$ cat config.mk
export PLATFORM = sky130hd
export DESIGN_NAME = sequential_list_engine_unit
export DESIGN_NICKNAME = d
export VERILOG_FILES = /design/src/rtl/sle_pkg.sv /design/src/rtl/sle_ram.sv /design/src/rtl/sle_seq.sv /design/src/rtl/sequential_list_engine_unit.sv
export SDC_FILE = /design/constraint.sdc
export NUM_CORES = 2
export LEC_CHECK = 0
export ABC_AREA = 1
export BUFFER_PORTS_ARGS = -buffer_cell sky130_fd_sc_hd__buf_2
export CAP_MARGIN = 20
export CORE_ASPECT_RATIO = 1.25
export CORE_UTILIZATION = 50
export DETAILED_ROUTE_END_ITERATION = 10
export PLACE_DENSITY = 0.65
export SYNTH_ARGS = -nofsm -noshare
export SYNTH_HDL_FRONTEND = slang
export SYNTH_SLANG_ARGS = --single-unit
$ cat constraint.sdc
create_clock -name clock -period 12.7 [get_ports clock]
set_input_delay 0.635 -clock clock [delete_from_list [all_inputs] [get_ports clock]]
set_output_delay 0.635 -clock clock [all_outputs]
set_load 0.03 [all_outputs]
$ cat src/rtl/sle_pkg.sv
package sle_pkg;

   localparam int CAPACITY   = 64;
   localparam int ADDR_W     = (CAPACITY > 1) ? $clog2(CAPACITY) : 1;
   localparam int CNT_W      = $clog2(CAPACITY + 1);
   localparam int KEY_W      = 32;
   localparam int OP_W       = 2;
   localparam int POS_W      = 7;
   localparam int IDX_W      = 7;
   localparam int CMP_W      = (CNT_W > POS_W) ? CNT_W : POS_W;
   localparam int REQ_DATA_W = ((KEY_W + POS_W + 7) / 8) * 8;
   localparam int RSP_DATA_W = ((2 * IDX_W + 7) / 8) * 8;

   localparam logic [OP_W-1:0] OP_INSERT = 2'd0;
   localparam logic [OP_W-1:0] OP_SEARCH = 2'd1;
   localparam logic [OP_W-1:0] OP_REMOVE = 2'd2;

   localparam logic [IDX_W-1:0] IDX_NONE = '1;

   localparam int ST_W = 3;
   localparam logic [ST_W-1:0] ST_IDLE  = 3'd0;
   localparam logic [ST_W-1:0] ST_SCAN  = 3'd1;
   localparam logic [ST_W-1:0] ST_SHIFT = 3'd2;
   localparam logic [ST_W-1:0] ST_PUT   = 3'd3;
   localparam logic [ST_W-1:0] ST_DONE  = 3'd4;

   typedef struct packed {
      logic              rd_en;
      logic [ADDR_W-1:0] rd_addr;
      logic              wr_en;
      logic [ADDR_W-1:0] wr_addr;
      logic [KEY_W-1:0]  wr_data;
   } mem_req_type;

   typedef struct packed {
      logic             ok;
      logic [IDX_W-1:0] found_index;
      logic [IDX_W-1:0] entry_count;
   } result_type;

endpackage

$ cat src/rtl/sle_ram.sv
module sle_ram #(
   parameter int WIDTH = 32,
   parameter int DEPTH = 64
) (
   input  logic                                      clock,
   input  logic                                      wr_en,
   input  logic [((DEPTH > 1) ? $clog2(DEPTH) : 1)-1:0] wr_addr,
   input  logic [WIDTH-1:0]                          wr_data,
   input  logic                                      rd_en,
   input  logic [((DEPTH > 1) ? $clog2(DEPTH) : 1)-1:0] rd_addr,
   output logic [WIDTH-1:0]                          rd_data_ff
);

   logic [WIDTH-1:0] mem [DEPTH];

   always_ff @(posedge clock) begin
      if (wr_en) begin
         mem[wr_addr] <= wr_data;
      end
      if (rd_en) begin
         rd_data_ff <= mem[rd_addr];
      end
   end

endmodule

$ cat src/rtl/sle_seq.sv
module sle_seq (
   input  logic                         clock,
   input  logic                         reset,
   input  logic                         start_valid,
   output logic                         start_ready,
   input  logic [sle_pkg::OP_W-1:0]     start_opcode,
   input  logic [sle_pkg::KEY_W-1:0]    start_key,
   input  logic [sle_pkg::POS_W-1:0]    start_position,
   output sle_pkg::mem_req_type         mem_req,
   input  logic [sle_pkg::KEY_W-1:0]    rd_data,
   output logic                         done_valid,
   input  logic                         done_ready,
   output sle_pkg::result_type          result
);

   logic [sle_pkg::ST_W-1:0]   state_ff,   state_in;
   logic [sle_pkg::OP_W-1:0]   op_ff,      op_in;
   logic [sle_pkg::KEY_W-1:0]  key_ff,     key_in;
   logic [sle_pkg::ADDR_W-1:0] pos_ff,     pos_in;
   logic [sle_pkg::CNT_W-1:0]  count_ff,   count_in;
   logic [sle_pkg::ADDR_W-1:0] rd_ptr_ff,  rd_ptr_in;
   logic [sle_pkg::ADDR_W-1:0] cmp_ptr_ff, cmp_ptr_in;
   logic [sle_pkg::ADDR_W-1:0] dst_ff,     dst_in;
   logic                       issue_ff,   issue_in;
   logic                       pend_ff,    pend_in;
   logic                       ok_ff,      ok_in;
   logic [sle_pkg::IDX_W-1:0]  idx_ff,     idx_in;

   logic                       is_insert;
   logic [sle_pkg::ADDR_W-1:0] last_addr;

   assign is_insert   = (op_ff == sle_pkg::OP_INSERT);
   assign last_addr   = sle_pkg::ADDR_W'(count_ff - sle_pkg::CNT_W'(1));
   assign start_ready = (state_ff == sle_pkg::ST_IDLE);
   assign done_valid  = (state_ff == sle_pkg::ST_DONE);

   assign result.ok          = ok_ff;
   assign result.found_index = idx_ff;
   assign result.entry_count = sle_pkg::IDX_W'(count_ff);

   always_comb begin
      state_in   = state_ff;
      op_in      = op_ff;
      key_in     = key_ff;
      pos_in     = pos_ff;
      count_in   = count_ff;
      rd_ptr_in  = rd_ptr_ff;
      cmp_ptr_in = cmp_ptr_ff;
      dst_in     = dst_ff;
      issue_in   = issue_ff;
      pend_in    = pend_ff;
      ok_in      = ok_ff;
      idx_in     = idx_ff;

      mem_req.rd_en   = 1'b0;
      mem_req.rd_addr = rd_ptr_ff;
      mem_req.wr_en   = 1'b0;
      mem_req.wr_addr = dst_ff;
      mem_req.wr_data = rd_data;

      case (state_ff)
         sle_pkg::ST_IDLE: begin
            issue_in = 1'b0;
            pend_in  = 1'b0;
            if (start_valid) begin
               op_in     = start_opcode;
               key_in    = start_key;
               pos_in    = sle_pkg::ADDR_W'(start_position);
               ok_in     = 1'b0;
               idx_in    = sle_pkg::IDX_NONE;
               rd_ptr_in = last_addr;
               state_in  = sle_pkg::ST_DONE;
               case (start_opcode)
                  sle_pkg::OP_INSERT: begin
                     if ((sle_pkg::CMP_W'(start_position) <= sle_pkg::CMP_W'(count_ff)) &&
                         (count_ff < sle_pkg::CNT_W'(sle_pkg::CAPACITY))) begin
                        if (sle_pkg::CMP_W'(start_position) == sle_pkg::CMP_W'(count_ff)) begin
                           state_in = sle_pkg::ST_PUT;
                        end else begin
                           issue_in = 1'b1;
                           state_in = sle_pkg::ST_SHIFT;
                        end
                     end
                  end
                  sle_pkg::OP_SEARCH, sle_pkg::OP_REMOVE: begin
                     if (count_ff != '0) begin
                        issue_in = 1'b1;
                        state_in = sle_pkg::ST_SCAN;
                     end
                  end
                  default: begin
                     state_in = sle_pkg::ST_DONE;
                  end
               endcase
            end
         end

         sle_pkg::ST_SCAN: begin
            // walk from the tail, compare each entry in the cycle after its read
            mem_req.rd_en = issue_ff;
            pend_in       = issue_ff;
            cmp_ptr_in    = rd_ptr_ff;
            if (issue_ff) begin
               if (rd_ptr_ff == '0) begin
                  issue_in = 1'b0;
               end else begin
                  rd_ptr_in = rd_ptr_ff - sle_pkg::ADDR_W'(1);
               end
            end
            if (pend_ff && (rd_data == key_ff)) begin
               issue_in = 1'b0;
               pend_in  = 1'b0;
               ok_in    = 1'b1;
               idx_in   = sle_pkg::IDX_W'(cmp_ptr_ff);
               if (op_ff == sle_pkg::OP_REMOVE) begin
                  if (cmp_ptr_ff == last_addr) begin
                     count_in = count_ff - sle_pkg::CNT_W'(1);
                     state_in = sle_pkg::ST_DONE;
                  end else begin
                     rd_ptr_in = cmp_ptr_ff + sle_pkg::ADDR_W'(1);
                     issue_in  = 1'b1;
                     state_in  = sle_pkg::ST_SHIFT;
                  end
               end else begin
                  state_in = sle_pkg::ST_DONE;
               end
            end else if (pend_ff && !issue_ff) begin
               state_in = sle_pkg::ST_DONE;
            end
         end

         sle_pkg::ST_SHIFT: begin
            // read one entry, write it one place over in the next cycle
            mem_req.rd_en = issue_ff;
            mem_req.wr_en = pend_ff;
            pend_in       = issue_ff;
            if (issue_ff) begin
               if (is_insert) begin
                  dst_in = rd_ptr_ff + sle_pkg::ADDR_W'(1);
                  if (rd_ptr_ff == pos_ff) begin
                     issue_in = 1'b0;
                  end else begin
                     rd_ptr_in = rd_ptr_ff - sle_pkg::ADDR_W'(1);
                  end
               end else begin
                  dst_in = rd_ptr_ff - sle_pkg::ADDR_W'(1);
                  if (rd_ptr_ff == last_addr) begin
                     issue_in = 1'b0;
                  end else begin
                     rd_ptr_in = rd_ptr_ff + sle_pkg::ADDR_W'(1);
                  end
               end
            end else begin
               pend_in = 1'b0;
               if (is_insert) begin
                  state_in = sle_pkg::ST_PUT;
               end else begin
                  count_in = count_ff - sle_pkg::CNT_W'(1);
                  state_in = sle_pkg::ST_DONE;
               end
            end
         end

         sle_pkg::ST_PUT: begin
            mem_req.wr_en   = 1'b1;
            mem_req.wr_addr = pos_ff;
            mem_req.wr_data = key_ff;
            count_in        = count_ff + sle_pkg::CNT_W'(1);
            ok_in           = 1'b1;
            idx_in          = sle_pkg::IDX_W'(pos_ff);
            state_in        = sle_pkg::ST_DONE;
         end

         sle_pkg::ST_DONE: begin
            if (done_ready) begin
               state_in = sle_pkg::ST_IDLE;
            end
         end

         default: begin
            state_in = sle_pkg::ST_IDLE;
         end
      endcase
   end

   always_ff @(posedge clock) begin
      if (reset) begin
         state_ff <= sle_pkg::ST_IDLE;
         count_ff <= '0;
         issue_ff <= 1'b0;
         pend_ff  <= 1'b0;
      end else begin
         state_ff <= state_in;
         count_ff <= count_in;
         issue_ff <= issue_in;
         pend_ff  <= pend_in;
      end
   end

   always_ff @(posedge clock) begin
      op_ff      <= op_in;
      key_ff     <= key_in;
      pos_ff     <= pos_in;
      rd_ptr_ff  <= rd_ptr_in;
      cmp_ptr_ff <= cmp_ptr_in;
      dst_ff     <= dst_in;
      ok_ff      <= ok_in;
      idx_ff     <= idx_in;
   end

endmodule

$ cat src/rtl/sequential_list_engine_unit.sv
// channel   dir  fields
// req       in   tuser: opcode; tdata: key, position, pad
// rsp       out  tuser: ok; tdata: found_index, entry_count, pad
//
// one item at a time; the list sits in a single ram with one read and one write port
// insert: one entry moved per cycle
// search: one entry compared per cycle from the tail
// remove: scan then move down
// reset clears the count and the control state; the ram needs no clearing
// a new item is taken while a result waits in the output register
module sequential_list_engine_unit (
   input  logic                             clock,
   input  logic                             reset,
   input  logic                             req_tvalid,
   output logic                             req_tready,
   input  logic [sle_pkg::REQ_DATA_W-1:0]   req_tdata,  // key, position, pad
   input  logic [sle_pkg::OP_W-1:0]         req_tuser,  // opcode
   output logic                             rsp_tvalid,
   input  logic                             rsp_tready,
   output logic [sle_pkg::RSP_DATA_W-1:0]   rsp_tdata,  // found_index, entry_count, pad
   output logic                             rsp_tuser   // ok
);

   sle_pkg::mem_req_type             mem_req;
   sle_pkg::result_type              result;
   sle_pkg::result_type              rsp_data_ff;
   logic [sle_pkg::KEY_W-1:0]        rd_data;
   logic                             done_valid;
   logic                             done_ready;
   logic                             rsp_valid_ff;

   assign done_ready = !rsp_valid_ff || rsp_tready;

   sle_seq u_seq (
      .clock          (clock),
      .reset          (reset),
      .start_valid    (req_tvalid),
      .start_ready    (req_tready),
      .start_opcode   (req_tuser),
      .start_key      (req_tdata[sle_pkg::KEY_W-1:0]),
      .start_position (req_tdata[sle_pkg::KEY_W+sle_pkg::POS_W-1:sle_pkg::KEY_W]),
      .mem_req        (mem_req),
      .rd_data        (rd_data),
      .done_valid     (done_valid),
      .done_ready     (done_ready),
      .result         (result)
   );

   sle_ram #(
      .WIDTH (sle_pkg::KEY_W),
      .DEPTH (sle_pkg::CAPACITY)
   ) u_ram (
      .clock      (clock),
      .wr_en      (mem_req.wr_en),
      .wr_addr    (mem_req.wr_addr),
      .wr_data    (mem_req.wr_data),
      .rd_en      (mem_req.rd_en),
      .rd_addr    (mem_req.rd_addr),
      .rd_data_ff (rd_data)
   );

   always_ff @(posedge clock) begin
      if (reset) begin
         rsp_valid_ff <= 1'b0;
      end else if (done_ready) begin
         rsp_valid_ff <= done_valid;
      end
   end

   always_ff @(posedge clock) begin
      if (done_valid && done_ready) begin
         rsp_data_ff <= result;
      end
   end

   assign rsp_tvalid = rsp_valid_ff;
   assign rsp_tuser  = rsp_data_ff.ok;
   assign rsp_tdata  = sle_pkg::RSP_DATA_W'({rsp_data_ff.entry_count, rsp_data_ff.found_index});

endmodule

Yosys cells after proc, flatten, opt, wreduce, memory -nomap -nowiden
Memories as Yosys holds them, arrays and structs flattened. A register that Yosys moved wholly into a read port is not among the register bits.
Index checks and enable logic that the tools add are counted.
{"block": "word_totals", "ramBits": 2048, "output_inout_bits": 19, "memories": 1, "ff_bits": 94, "inputBits": 46}
{"memory": "u_ram.mem", "words": 64, "word_bits": 32, "rd": 1, "rd_clocked_by_memory_dff": 1, "write_ports": 1, "line": "sle_ram.sv:14", "rtl": "logic [WIDTH-1:0] mem [DEPTH];"}
{"block": "classes", "n_reduce_logical": 23, "muxes": 60, "eq_ne": 23, "n_lt_le_gt_ge": 2, "addsub": 5}
{"op": "6-bit 2-to-1 mux", "n": 11}
{"op": "7-bit 2-to-1 mux", "n": 7}
{"op": "7-bit case mux with 3 select lines", "n": 2}
{"op": "38-bit 2-to-1 mux", "n": 1}
{"op": "32-bit equality test", "n": 1}
{"op": "3-bit 2-to-1 mux", "n": 10}
{"op": "1-bit 2-to-1 mux", "n": 21}
{"op": "6-bit equality test", "n": 3}
{"op": "6-bit case mux with 3 select lines", "n": 1}
{"op": "3-bit case mux with 5 select lines", "n": 1}
{"op": "6-bit by 1-bit adder with 6-bit output, second input constant", "n": 2}
{"op": "2-bit by 1-bit != test with 1-bit output, second input constant", "n": 5}
{"op": "1-bit case mux with 3 select lines", "n": 3}
{"op": "3-bit nonzero test", "n": 3}
{"op": "7-bit by 1-bit adder with 7-bit output, second input constant", "n": 1}
{"op": "7-bit equality test", "n": 1}
{"op": "7-bit less-or-equal comparator", "n": 1}
{"op": "7-bit < comparator, second input constant", "n": 1}
{"op": "7-bit nonzero test", "n": 1}
{"op": "7-bit by 1-bit subtractor with 7-bit output, second input constant", "n": 1}
{"op": "3-bit by 2-bit equality test with 1-bit output, second input constant", "n": 2}
{"op": "6-bit logical NOT", "n": 1}
{"op": "2-bit != test, second input constant", "n": 3}
{"op": "3-bit case mux with 2 select lines", "n": 1}
{"op": "20 further kinds", "n": 29}

Depth between registers and ports, before layout
{"block": "logic_depth", "word_depth": 7, "mapped_depth": 17, "depth_no_buf": 17}

Hierarchy
Synthesis repeated with hierarchy kept, for this count alone.
{"block": "unflattened", "cells_unflattened": 7519, "hier_area_um2": 88984.1}
{"mod": "sle_ram", "instances": 1, "cells_each": 6769, "seq_area_each_um2": 62459.9, "area_each_um2": 83059.7}
{"mod": "sle_seq", "instances": 1, "cells_each": 726, "seq_area_each_um2": 2222.1, "area_each_um2": 5407.7}
{"mod": "sequential_list_engine_unit", "instances": 1, "cells_each": 24, "seq_area_each_um2": 470.5, "area_each_um2": 516.7}

Worst setup path after synthesis
OpenSTA, ideal clock, no wires.
{"block": "synth_timing", "kind": "register to register", "startpoint": "register u_seq.state_ff[2] (netlist name)", "endpoint": "memory u_ram.mem[36][0] (enable)", "t_required_ps": 12198, "synth_period_minus_slack_ps": 4901, "path_slack_ps": 7799, "stages_incl_launch_ff": 9, "t_arrival_ps": 4399, "cell_sequence": "dfxtp_1 > nor2_4 > inv_4 > nor2_4 > buf_6 > nand2_2 > o21ai_4 > inv_2 > nor4_1"}
{"block": "synth_between", "elab_chain_len": 4}
{"element": "from (decl)", "line": "sle_seq.sv:16", "rtl": "logic [sle_pkg::ST_W-1:0] state_ff, state_in;"}
{"element": "from (signal assigned)", "line": "sle_seq.sv:188", "rtl": "state_ff <= sle_pkg::ST_IDLE;"}
{"element": "from (signal assigned)", "line": "sle_seq.sv:193", "rtl": "state_ff <= state_in;"}
{"element": "3-bit by 2-bit equality test with 1-bit output", "line": "sle_seq.sv:61", "rtl": "case (state_ff)"}
{"element": "1-bit case mux with 2 select lines", "line": "sle_seq.sv:61"}
{"element": "1-bit 2-to-1 mux", "line": "sle_ram.sv:17", "rtl": "if (wr_en) begin"}
{"element": "1-bit 2-to-1 mux (not written as such)", "line": "sle_ram.sv:18", "rtl": "mem[wr_addr] <= wr_data;"}
{"element": "to (decl)", "line": "sle_ram.sv:14"}
Several ways; a longest one is shown, not always the timed one.

Final worst setup path
{"block": "layout_timing", "startpoint": "register u_seq.rd_ptr_ff[2] (netlist name)", "endpoint": "register u_seq.rd_ptr_ff[0] (netlist name), data pin"}
{"block": "layout_between", "elab_chain_len": 7}
{"element": "from (decl)", "line": "sle_seq.sv:21", "rtl": "logic [sle_pkg::ADDR_W-1:0] rd_ptr_ff, rd_ptr_in;"}
{"element": "from (signal assigned)", "line": "sle_seq.sv:204", "rtl": "rd_ptr_ff <= rd_ptr_in;"}
{"element": "6-bit logical NOT (*)", "line": "sle_seq.sv:104", "rtl": "if (rd_ptr_ff == '0) begin"}
{"element": "6-bit 2-to-1 mux (*)", "line": "sle_seq.sv:104"}
{"element": "6-bit 2-to-1 mux (*)", "line": "sle_seq.sv:103", "rtl": "if (issue_ff) begin"}
{"element": "6-bit 2-to-1 mux", "line": "sle_seq.sv:116", "rtl": "if (cmp_ptr_ff == last_addr) begin"}
{"element": "6-bit 2-to-1 mux", "line": "sle_seq.sv:115", "rtl": "if (op_ff == sle_pkg::OP_REMOVE) begin"}
{"element": "6-bit 2-to-1 mux (*)", "line": "sle_seq.sv:110", "rtl": "if (pend_ff && (rd_data == key_ff)) begin"}
{"element": "6-bit case mux with 3 select lines (*)", "line": "sle_seq.sv:61"}
{"element": "via u_seq.rd_ptr_in, one bit", "line": "sle_seq.sv:21"}
Mark *: on every way through the listed nets, which the timed path passes. The rest lies on a longest branch.
A chain may end at the register's enable or synchronous reset.

==> impl_metrics.toml <==
[run_status]
outcome = "complete, no violations"

[yosys]
synth_cell_type_count = 44
ys_warn_count = 0
synth.top_cell.area_share_pct = 75.1
ys_top_cells_by_count = "2161 x edfxtp_1, 1159 x nor2_1, 1063 x o21ai_0"
syn_avg_cell_area_sq_um = 13.2
synth_seq_cells = 2174
yosysMostFrequentCell = "edfxtp_1"
ys.flop_type = "edfxtp_1"
syn_area_sq_mm = 0.0864
synth_edf_count = 2161
synth-async-reset-ratio_pct = 0
yosysSeqAreaShare_pct = 75.4
synth_cells = 6557
synth.area.top_cells = "edfxtp_1 75%, o21ai_0 6.2%, nor2_1 5.0%"
synth_area_leader_cell = "edfxtp_1"

[setup_path]
crit_slowest_cell = "buf_4"
crit_family = "buffers and inverters"
crit_path_max_fanout = 87
start_kind = "flip-flop"
slowest_delay_ps = 680
worstPathRequired_ps = 13310
critical_path_class = "flip-flop to flip-flop"
end_kind = "flip-flop"
critical_path.cell_chain = "buf_16, buf_12, buf_4, nor2_4, buf_4, buf_4, nand4_1, nand2_1, xor2_1, nand3_1, nand3_1, nand2_1, inv_1"
reg2reg_from = "u_seq.rd_ptr_ff[2]"
critPathArrivalTime_ps = 5300
r2r_end = "u_seq.rd_ptr_ff[0]"
r2r_slack_ps = 8010
reg2reg_depth = 13
cpMostUsedCell = "buf_4"
cp.buffers_inverters = 6

[clock_network]
cts_buffers = 205
worstSkewPairLatency_ps = 860
htree_levels = 4
post-cts-setup-buffer-count = 0
cts_tree = "yes"
root_buffer = "clkbuf_16"
clkTransAtPathRegs_ps = 70
clock_path_buffers = 3
ctsHoldBuffers = 40
numClockSinks = 2174
postCtsResizedCells = 0

[global_routing]
antenna_found_initial = 5
grt-ovfl-total = 0
grt_max_degree = 210
grt_pass1_wl_mm = 347
grt_pass1_vias = 52700
track_usage_pct = 27.1

[drt]
vias = 56000
wl_per_cell_um = 26.8
drtIter0Drc = 7435
postRouteAntennaNets = 0
route.detailed.drc = 0
vias_per_cell = 6.23
drt_first_pass_iters = 8
wl_mm = 241

[die]
row_count = 170
dieWidth_um = 374
die_h_um = 467
dieArea_sq_mm = 0.174
ios = 65
core_sq_mm = 0.172
initial_core_util_pct = 50.3

[sta]
period_minus_slack_ps = 4690
finalCritPeriodShare_pct = 36.9
slew_headroom_pct = 27.0
worst_pin_slew_ps = 1090
slew_viol_final = 0
setup_viol = 0
whs_ps = 77.5
fin_tns_setup_ps = 0
setup_ws_ps = 8010
fmax_ghz = 0.213
finClkSkew_ps = 28.5
hold_viol = 0
rsz0062_at_grt = "no"

[placement]
port_buffers = 61
hpwl_mm = 125
post-place-ws_ps = 7860
gp_congestion = 0.898

[worst_hold_path]
min_from = "rsp_tready"
hold_path.class = "input pin to flip-flop"
whs_endpoint = "rsp_tvalid"
min_path_cells = 4

[pwr]
ir_worst_vdd_mv = 0.320
p_leak_uw = 0.0306
p_per_area_mw_per_mm2 = 212

[run]
drv_cap = 0

[cells_and_area]
syn_to_final_growth_pct = 11.9
num-fill-cells = 13500
finalNetCount = 6638
drive_gt1_share_pct = 9.51
[flip-flops by register name (all words and copies together), names as in the netlist, 2 cells and up]
signal	flops
u_ram.mem	2048
u_ram.rd_data_ff	32
u_seq.key_ff	32
rsp_tdata	14
u_seq.count_ff	7
u_seq.idx_ff	7
u_seq.cmp_ptr_ff	6
u_seq.dst_ff	6
u_seq.pos_ff	6
u_seq.rd_ptr_ff	6
u_seq.state_ff	3
u_seq.op_ff	2
[power breakdown]
group	total [uW]	internal, uW	switching (uW)
clock network	5950	3340	2610
registers	8200	8080	121
logic	6350	1680	4670
[logic make-up after synthesis]
group	Yosys count	share of synthesized area [%]
compound gates	1749	11.7
xor+xnor	34	0.345
fa+ha+maj	16	0.232
buf+inv	582	2.84
flops	2174	75.4
mux	1	0.0116
other cells	1	0.00434
simple gates	2000	9.45
[per-stage QoR]
stage          power [uW]  instance area [sq um]  instances  util (%)
2_1_floorplan       12400                  86400       6558         -
3_3_place_gp        14500                  89700       8560      52.3
3_5_place_dp        14600                  89700       8561      52.3
4_1_cts             20500                  96600       8983      56.3
5_1_grt             21300                  96700       8988      56.3
6_report            20500                  96700       8988      56.3
[final cells by class]
cell class	count	area (sq um)	area share, %
diodes	1	2.50	0.00259
clock inverters	115	1000	1.03
well taps	2236	2800	2.89
multi-input cells	3802	19600	20.3
repair buffers	264	2090	2.16
inverters	129	508	0.525
flip-flops and latches	2174	65200	67.4
clock buffers	267	5510	5.70
[how the worst max path moves through the flow]
stage	endpoint	depth (start not counted)	from
floorplan	u_ram.mem[36][0]	8	u_seq.state_ff[2]
CTS	u_seq.rd_ptr_ff[0]	12	u_seq.rd_ptr_ff[2]
global route	u_seq.rd_ptr_ff[0]	13	u_seq.rd_ptr_ff[2]
finish	u_seq.rd_ptr_ff[0]	13	u_seq.rd_ptr_ff[2]
global placement	u_seq.rd_ptr_ff[0]	12	u_seq.rd_ptr_ff[2]
detailed placement	u_seq.rd_ptr_ff[0]	12	u_seq.rd_ptr_ff[2]
[tightest hold or removal path: stages]
cell and delay, ps:
buf_2 70, nor2_1 40, inv_1 60, a21oi_1 60
[layer usage]
layer / global-route usage [%] / vias to the layer above / wire [um]
li1: - / 24600 / -
met1: 35.3 / 28200 / 91300
met2: 44.6 / 2716 / 118000
met3: 4.19 / 512 / 20400
met4: 13.3 / 0 / 11900
met5: 0 / - / 0
[placed cells by master (no fill, tap or decap), types with 52 or more instances in the layout]
cell	synthesis	final
clkbuf_16	0	210
o22ai_1	321	321
clkinv_1	1	52
inv_1	116	114
a21oi_1	84	84
buf_4	20	150
nor2_4	3	63
clkbuf_1	292	53
o211ai_1	68	68
o21ai_0	1063	1035
edfxtp_1	2161	2161
buf_2	115	61
nand3_1	230	230
nor2_1	1159	1099
nand2_1	479	475
o221ai_1	196	196
nand4_1	83	83
Note: power is estimated with default switching activity, not from simulation.
